**src/rtl/efr_pkg.sv**
```systemverilog
// package for the escaped line framer
// types, register codes and defaults shared by efr_cfg_regs and escaped_line_framer_unit
`default_nettype none

package efr_pkg;

    localparam int LINE_BYTES_DEF = 64;

    localparam int CFG_ADDR_W = 3;
    localparam int CFG_DATA_W = 32;

    // register index, taken from paddr[2]
    localparam logic REG_LINE_END = 1'b0;
    localparam logic REG_ESCAPE   = 1'b1;

    localparam logic [7:0] LINE_END_RST = 8'd10;
    localparam logic [7:0] ESCAPE_RST   = 8'd92;

    // tuser code on the input side
    localparam logic REQ_DATA  = 1'b0;
    localparam logic REQ_FLUSH = 1'b1;

    typedef struct packed {
        logic [7:0] line_end_char;
        logic [7:0] escape_char;
    } efr_cfg_t;

    typedef enum logic [1:0] {
        ST_IDLE,
        ST_EMIT,
        ST_ERR
    } efr_state_t;

endpackage

`default_nettype wire

```
**src/rtl/escaped_line_framer_unit.sv**
```systemverilog
// escaped line framer top level: line store memory, control and output register
// uses efr_pkg and efr_cfg_regs
//
//  channel   dir  ports                        transaction
//  s_        in   s_tvalid/s_tready/tdata/user one text byte or a flush request
//  m_        out  m_tvalid/m_tready/tdata/...  one byte of a line, or an error
//  apb       in   psel/penable/pwrite/paddr    terminator and escape registers
//
// a data byte is written into the line store
// a completed line of n stored bytes streams out, one byte per cycle while m_tready is high,
// n + 1 results, after a registered read of the store
// input is held off while a line or an error result is being produced
// m_tready low stalls the read of the store; reset clears all control state
`default_nettype none

module escaped_line_framer_unit #(
    parameter int LINE_BYTES = efr_pkg::LINE_BYTES_DEF
) (
    input  wire logic                           aclk,
    input  wire logic                           aresetn,
    input  wire logic                           s_tvalid,
    output logic                                s_tready,
    input  wire logic [7:0]                     s_tdata,   // in_byte[7:0]
    input  wire logic [0:0]                     s_tuser,   // req_type[0]
    output logic                                m_tvalid,
    input  wire logic                           m_tready,
    output logic      [39:0]                    m_tdata,   // out_byte[7:0], line_number[39:8]
    output logic                                m_tlast,
    output logic      [0:0]                     m_tuser,   // overflow_error[0]
    input  wire logic                           psel,
    input  wire logic                           penable,
    input  wire logic                           pwrite,
    input  wire logic [efr_pkg::CFG_ADDR_W-1:0] paddr,
    input  wire logic [efr_pkg::CFG_DATA_W-1:0] pwdata,
    output logic      [efr_pkg::CFG_DATA_W-1:0] prdata,
    output logic                                pready
);
    import efr_pkg::*;

    localparam int AW = (LINE_BYTES > 1) ? $clog2(LINE_BYTES) : 1;
    localparam int CW = $clog2(LINE_BYTES + 1);

    efr_cfg_t   cfg;
    efr_state_t state_reg, state_next;

    logic [7:0]    line_mem [LINE_BYTES];
    logic [7:0]    mem_rdata;

    logic [CW-1:0] fill_reg, fill_next;
    logic [CW-1:0] rd_ptr_reg, rd_ptr_next;
    logic [31:0]   line_cnt_reg, line_cnt_next;
    logic          esc_reg, esc_next;
    logic          disc_reg, disc_next;
    logic          rd_pend_reg, rd_pend_next;
    logic          err_cnt_reg, err_cnt_next;

    logic          m_valid_reg;
    logic [7:0]    m_byte_reg;
    logic [31:0]   m_num_reg;
    logic          m_last_reg;
    logic          m_err_reg;

    logic          in_acc;
    logic          is_flush;
    logic          ends;
    logic          full;
    logic          is_esc;
    logic          go_emit;
    logic          go_err;
    logic          start_now;
    logic          store;
    logic          out_free;
    logic          rd_issue;
    logic          load_byte;
    logic          load_term;
    logic          load_err;

    efr_cfg_regs u_cfg (
        .aclk    (aclk),
        .aresetn (aresetn),
        .psel    (psel),
        .penable (penable),
        .pwrite  (pwrite),
        .paddr   (paddr),
        .pwdata  (pwdata),
        .prdata  (prdata),
        .pready  (pready),
        .cfg     (cfg)
    );

    assign in_acc   = s_tvalid && s_tready;
    assign is_flush = (s_tuser[0] == REQ_FLUSH);
    assign ends     = (s_tdata == cfg.line_end_char) && !esc_reg;
    assign is_esc   = (s_tdata == cfg.escape_char);
    assign full     = (fill_reg == CW'(LINE_BYTES));
    assign out_free = !m_valid_reg || m_tready;

    // input decode
    always_comb begin
        go_emit      = 1'b0;
        go_err       = 1'b0;
        start_now    = 1'b0;
        store        = 1'b0;
        esc_next     = esc_reg;
        disc_next    = disc_reg;
        err_cnt_next = err_cnt_reg;
        if (in_acc) begin
            if (is_flush) begin
                if (disc_reg) begin
                    disc_next = 1'b0;
                    start_now = 1'b1;
                    esc_next  = 1'b0;
                end else if (fill_reg == '0) begin
                    esc_next = 1'b0;
                end else if (full) begin
                    go_err       = 1'b1;
                    err_cnt_next = 1'b1;
                end else begin
                    go_emit = 1'b1;
                end
            end else if (disc_reg) begin
                if (ends) begin
                    disc_next = 1'b0;
                    start_now = 1'b1;
                end else begin
                    esc_next = is_esc;
                end
            end else if (ends) begin
                if (fill_reg == '0) begin
                    start_now = 1'b1;
                end else if (full) begin
                    go_err       = 1'b1;
                    err_cnt_next = 1'b1;
                end else begin
                    go_emit = 1'b1;
                end
            end else if (full) begin
                go_err       = 1'b1;
                err_cnt_next = 1'b0;
                disc_next    = 1'b1;
                esc_next     = is_esc;
            end else begin
                store    = 1'b1;
                esc_next = is_esc;
            end
        end
        if (load_term) begin
            esc_next = 1'b0;
        end
        if (load_err && err_cnt_reg) begin
            esc_next = 1'b0;
        end
    end

    // read-out control
    assign rd_issue  = (state_reg == ST_EMIT) && (rd_ptr_reg < fill_reg)
                       && (!rd_pend_reg || out_free);
    assign load_byte = (state_reg == ST_EMIT) && rd_pend_reg && out_free;
    assign load_term = (state_reg == ST_EMIT) && !rd_pend_reg
                       && (rd_ptr_reg == fill_reg) && out_free;
    assign load_err  = (state_reg == ST_ERR) && out_free;

    always_comb begin
        rd_pend_next = rd_pend_reg;
        if (rd_issue) begin
            rd_pend_next = 1'b1;
        end else if (load_byte) begin
            rd_pend_next = 1'b0;
        end
    end

    always_comb begin
        rd_ptr_next = rd_ptr_reg;
        if (go_emit) begin
            rd_ptr_next = '0;
        end else if (rd_issue) begin
            rd_ptr_next = rd_ptr_reg + CW'(1);
        end
    end

    always_comb begin
        fill_next = fill_reg;
        if (start_now || load_term || (load_err && err_cnt_reg)) begin
            fill_next = '0;
        end else if (store) begin
            fill_next = fill_reg + CW'(1);
        end
    end

    always_comb begin
        line_cnt_next = line_cnt_reg;
        if (start_now || load_term || (load_err && err_cnt_reg)) begin
            line_cnt_next = line_cnt_reg + 32'd1;
        end
    end

    // next state
    always_comb begin
        state_next = state_reg;
        unique case (state_reg)
            ST_IDLE: begin
                if (go_emit) begin
                    state_next = ST_EMIT;
                end else if (go_err) begin
                    state_next = ST_ERR;
                end
            end
            ST_EMIT: begin
                if (load_term) begin
                    state_next = ST_IDLE;
                end
            end
            ST_ERR: begin
                if (load_err) begin
                    state_next = ST_IDLE;
                end
            end
            default: state_next = ST_IDLE;
        endcase
    end

    // state outputs
    always_comb begin
        unique case (state_reg)
            ST_IDLE: s_tready = 1'b1;
            ST_EMIT: s_tready = 1'b0;
            ST_ERR:  s_tready = 1'b0;
            default: s_tready = 1'b0;
        endcase
    end

    // line store
    always_ff @(posedge aclk) begin
        if (store) begin
            line_mem[fill_reg[AW-1:0]] <= s_tdata;
        end
        if (rd_issue) begin
            mem_rdata <= line_mem[rd_ptr_reg[AW-1:0]];
        end
    end

    // output register payload
    always_ff @(posedge aclk) begin
        if (load_byte) begin
            m_byte_reg <= mem_rdata;
            m_last_reg <= 1'b0;
            m_err_reg  <= 1'b0;
            m_num_reg  <= line_cnt_reg;
        end else if (load_term) begin
            m_byte_reg <= cfg.line_end_char;
            m_last_reg <= 1'b1;
            m_err_reg  <= 1'b0;
            m_num_reg  <= line_cnt_reg;
        end else if (load_err) begin
            m_byte_reg <= 8'd0;
            m_last_reg <= 1'b1;
            m_err_reg  <= 1'b1;
            m_num_reg  <= line_cnt_reg;
        end
    end

    always_ff @(posedge aclk) begin
        if (!aresetn) begin
            state_reg    <= ST_IDLE;
            fill_reg     <= '0;
            rd_ptr_reg   <= '0;
            line_cnt_reg <= '0;
            esc_reg      <= 1'b0;
            disc_reg     <= 1'b0;
            rd_pend_reg  <= 1'b0;
            err_cnt_reg  <= 1'b0;
            m_valid_reg  <= 1'b0;
        end else begin
            state_reg    <= state_next;
            fill_reg     <= fill_next;
            rd_ptr_reg   <= rd_ptr_next;
            line_cnt_reg <= line_cnt_next;
            esc_reg      <= esc_next;
            disc_reg     <= disc_next;
            rd_pend_reg  <= rd_pend_next;
            err_cnt_reg  <= err_cnt_next;
            if (load_byte || load_term || load_err) begin
                m_valid_reg <= 1'b1;
            end else if (m_tready) begin
                m_valid_reg <= 1'b0;
            end
        end
    end

    assign m_tvalid = m_valid_reg;
    assign m_tdata  = {m_num_reg, m_byte_reg};
    assign m_tlast  = m_last_reg;
    assign m_tuser  = m_err_reg;

endmodule

`default_nettype wire

```
**src/rtl/efr_cfg_regs.sv**
```systemverilog
// apb register file for the escaped line framer
// holds the terminator and escape byte values; uses efr_pkg
`default_nettype none

module efr_cfg_regs (
    input  wire logic                           aclk,
    input  wire logic                           aresetn,
    input  wire logic                           psel,
    input  wire logic                           penable,
    input  wire logic                           pwrite,
    input  wire logic [efr_pkg::CFG_ADDR_W-1:0] paddr,
    input  wire logic [efr_pkg::CFG_DATA_W-1:0] pwdata,
    output logic      [efr_pkg::CFG_DATA_W-1:0] prdata,
    output logic                                pready,
    output efr_pkg::efr_cfg_t                   cfg
);
    import efr_pkg::*;

    efr_cfg_t cfg_reg;
    efr_cfg_t cfg_next;
    logic     wr_en;
    logic     reg_idx;

    assign pready  = 1'b1;
    assign wr_en   = psel && penable && pwrite && pready;
    assign reg_idx = paddr[2];
    assign cfg     = cfg_reg;

    always_comb begin
        cfg_next = cfg_reg;
        if (wr_en) begin
            unique case (reg_idx)
                REG_LINE_END: cfg_next.line_end_char = pwdata[7:0];
                REG_ESCAPE:   cfg_next.escape_char   = pwdata[7:0];
                default:      cfg_next = cfg_reg;
            endcase
        end
    end

    always_comb begin
        unique case (reg_idx)
            REG_LINE_END: prdata = {{(CFG_DATA_W-8){1'b0}}, cfg_reg.line_end_char};
            REG_ESCAPE:   prdata = {{(CFG_DATA_W-8){1'b0}}, cfg_reg.escape_char};
            default:      prdata = '0;
        endcase
    end

    always_ff @(posedge aclk) begin
        if (!aresetn) begin
            cfg_reg.line_end_char <= LINE_END_RST;
            cfg_reg.escape_char   <= ESCAPE_RST;
        end else begin
            cfg_reg <= cfg_next;
        end
    end

endmodule

`default_nettype wire
```
**config.mk**
```make
export PLATFORM = sky130hd
export DESIGN_NAME = escaped_line_framer_unit
export DESIGN_NICKNAME = d
export VERILOG_FILES = /design/src/rtl/efr_pkg.sv /design/src/rtl/escaped_line_framer_unit.sv /design/src/rtl/efr_cfg_regs.sv
export SDC_FILE = /design/constraint.sdc
export NUM_CORES = 1
export LEC_CHECK = 0
export BUFFER_PORTS_ARGS = -buffer_cell sky130_fd_sc_hd__buf_2
export CAP_MARGIN = 25
export CORE_ASPECT_RATIO = 0.8
export CORE_MARGIN = 2
export CORE_UTILIZATION = 30
export DETAILED_ROUTE_END_ITERATION = 6
export PLACE_DENSITY = 0.58
export REMOVE_ABC_BUFFERS = 1
export SKIP_CTS_REPAIR_TIMING = 1
export SLEW_MARGIN = 20
export SYNTH_ARGS = -nofsm -noshare
export SYNTH_HDL_FRONTEND = slang
export SYNTH_SLANG_ARGS = --single-unit
export TNS_END_PERCENT = 20
```
**constraint.sdc**
```tcl
create_clock -name aclk -period 3.5 [get_ports aclk]
set_input_delay 0.35 -clock aclk [delete_from_list [all_inputs] [get_ports aclk]]
set_output_delay 0.35 -clock aclk [all_outputs]
set_load 0.01 [all_outputs]
```
==> results_dict.tcl <==
set metrics [dict create \
    largest_reg_flops 512 \
    grt_pass1_vias 13200 \
    layout-drive-gt1-share_pct 26.7 \
    cp_max_fo 8 \
    grt_overflow 0 \
    final_area_um2 29100 \
    start_util_pct 30.4 \
    finalCritPeriodShare_pct 94.3 \
    pre_cts_slack_ns 0.156 \
    post-route-util_pct 35.3 \
    worstMarginPinSlew_ns 0.922 \
    synth.avg_cell_area_um2 18.3 \
    totalWireLength_um 59400 \
    critPathCaptureType "flop" \
    cp-start-kind "flop" \
    first_pass_iters 6 \
    vias_per_cell 5.02 \
    grt_use_total_pct 13.6 \
    criticalPathCategory "reg -> reg" \
    finalHoldViolCount 0 \
    clock.fmax_mhz 303 \
    final_max_slew_viol_count 0 \
    ys_types 53 \
    max_slew_margin_pct 38.3 \
    p_sw_mw 3.07 \
    synth_edf_count 560 \
    maxCapViolations 0 \
    leakagePower_nw 9.04 \
    fin_nets 1586 \
    antenna_cells 0 \
    die_w_um 328 \
    synth-async-reset-ratio_pct 0 \
    period_minus_slack_ns 3.30 \
    grtUsageMet1_pct 20.9 \
    cp_num_buf_inv 2 \
    crit_path_top_delay_cell "nor2_1" \
    min_path_type "in -> reg" \
    finClkSkew_ns 0.0226 \
    setup_viol 0 \
    area_growth_pct 16.0 \
    cts_root_buffer "clkbuf_16" \
    fp-row-count 94 \
    internal_power_mw 11.9 \
    die_h_um 263 \
    netlist_area_um2 25100 \
    pwr-share-comb_pct 2.8 \
    antenna_found_initial 3 \
    cts_buffer_depth 3 \
    cts_tree "built" \
    layout_setup_ws_ns 0.198 \
    dpl.hpwl_um 38700 \
    drt-wirelength-per-cell_um 22.2 \
    cp_slowest_stage_delay_ns 0.70 \
    cp_top_family "simple AND/OR/NAND/NOR gates" \
    synth-seq-cells 631 \
    clock_sink_count 631 \
    arrival_ns 3.54 \
    use_met2_pct 19.5 \
    cp.required_ns 3.74 \
    clock_power_share_pct 41.9 \
    status "completed" \
    crit_chain "inv_1, ha_1, nor2b_1, nand3_1, nand2_1, nor2_1, nand3_1, buf_4, nor2_1" \
    synth_flop_cell "edfxtp_1" \
    port_buffers 76 \
    core-area_um2 82600 \
    routabilityCongestion 0.826 \
    grt_pass1_wl_um 87700 \
    yosysSeqAreaShare_pct 72.6 \
    p_sw_share_pct 20.6 \
    vdd_drop_max_uv 411 \
    ant_nets 0 \
    synth_warnings 0 \
    io_pins 128 \
    globalRoute.busiestLayer "met1" \
    die_area_um2 86100 \
    grt_max_degree 66 \
    numCtsBuffers 58 \
    h-tree-depth 2 \
    placed_area_um2 27200 \
    met3_usage_pct 3.31 \
    syn_inst 1371 \
    rsz0062_at_grt "false" \
    holdWs_ns 0.00303 \
    seqPwrFrac_pct 55.2 \
    drc 0 \
    first_iter_violations 1434 \
    cts.reportedPaths.clkPinSlew_ns 0.07 \
    vias 13400 \
    powerDensity_nw_per_um2 512 \
    insertion_delay_ns 0.61 \
]
## cells in the final DEF, fill, tap and decap left out, types with 16 or more instances in the layout
cell | netlist | final
a21oi_1 | 56 | 56
a22oi_1 | 16 | 16
buf_2 | 10 | 76
buf_4 | 25 | 74
clkbuf_16 | 0 | 58
clkinv_1 | 0 | 16
conb_1 | 2 | 25
dfxtp_1 | 71 | 67
edfxtp_1 | 560 | 560
mux4_2 | 160 | 160
nand2_1 | 69 | 69
nand3_1 | 43 | 43
nor2_1 | 89 | 86
o31ai_1 | 26 | 26
or4_1 | 26 | 26
xnor2_1 | 18 | 18
## path summary, 6_finish.rpt
| path | end | depth (start not counted) | startpoint | slack (ns) |
|---|---|---|---|---|
| hold / removal | u_cfg.cfg[13] | 3 | pwdata[5] | 0.003 |
| setup reg to reg | line_mem[3][0] | 9 | fill_reg[0] | 0.20 |
| hold reg to reg | m_num_reg[9] | 0 | line_cnt_reg[9] | 0.48 |
| setup / recovery | line_mem[3][0] | 9 | fill_reg[0] | 0.20 |
## cells in the mapped netlist (8+ instances only)
cell type | instances | share of area [%]
edfxtp_1 | 560 | 67
mux4_2 | 160 | 14
nor2_1 | 89 | 1.3
dfxtp_1 | 71 | 5.7
nand2_1 | 69 | 1.0
a21oi_1 | 56 | 1.1
clkbuf_1 | 49 | 0.73
nand3_1 | 43 | 0.86
o31ai_1 | 26 | 0.78
or4_1 | 26 | 0.78
buf_4 | 25 | 0.75
xnor2_1 | 18 | 0.63
a22oi_1 | 16 | 0.48
inv_1 | 13 | 0.19
nand4_1 | 13 | 0.32
o21ai_0 | 13 | 0.26
ha_1 | 11 | 0.55
buf_2 | 10 | 0.20
nor3_1 | 9 | 0.18
a22o_1 | 8 | 0.28
mux2_2 | 8 | 0.36
or3_1 | 8 | 0.20
## stage by stage
step                std cells  TNS (ns)  power, mW
floorplan                1302   -468.26       8.57
global placement         2560         0       8.80
detailed placement       2560         0       8.82
CTS                      2667         0       15.1
global route             2675         0       15.4
finish                   2675         0       14.9
## per-layer routing
| metal | up-vias | routed length, um |
|---|---|---|
| li1 | 5831 | - |
| met1 | 6970 | 28100 |
| met2 | 540 | 25400 |
| met3 | 71 | 4980 |
| met4 | 4 | 873 |
| met5 | - | 27 |
## power by group through the flow
stage / clock [mW] / combinational [mW] / sequential, mW
finish: 6.25 / 0.424 / 8.24
global route: 6.71 / 0.462 / 8.24
CTS: 6.41 / 0.420 / 8.24
detailed placement: 0 / 0.419 / 8.40
global placement: 0 / 0.403 / 8.40
floorplan: 0 / 0.167 / 8.41
## cell type report
type	instances	area, um2
clock buffers	69	1510
fillers	7696	53400
repair buffers	162	1120
well taps	1104	1380
flip-flops and latches	631	18200
multi-input cells	657	6480
inverters	14	52.6
clock inverters	38	350
## tightest hold or removal path: stages
cell and delay (ns):
buf_2 0.12, nand2_1 0.05, a21oi_1 0.05
## cells by family (layout without fill, tap and decap cells)
kind of cell / after synthesis / count (layout) / synth area share (%)
multiplexers: 170 / 170 / 14.8
adder cells (fa/ha/maj): 11 / 11 / 0.548
other: 2 / 25 / 0.0299
AO/OA/AOI/OAI: 137 / 137 / 3.55
XOR/XNOR: 21 / 21 / 0.732
AND/OR/NAND/NOR: 293 / 293 / 5.70
buffers and inverters: 106 / 283 / 2.07
flip-flops: 631 / 631 / 72.6
Power figures use the tool's default switching activity.
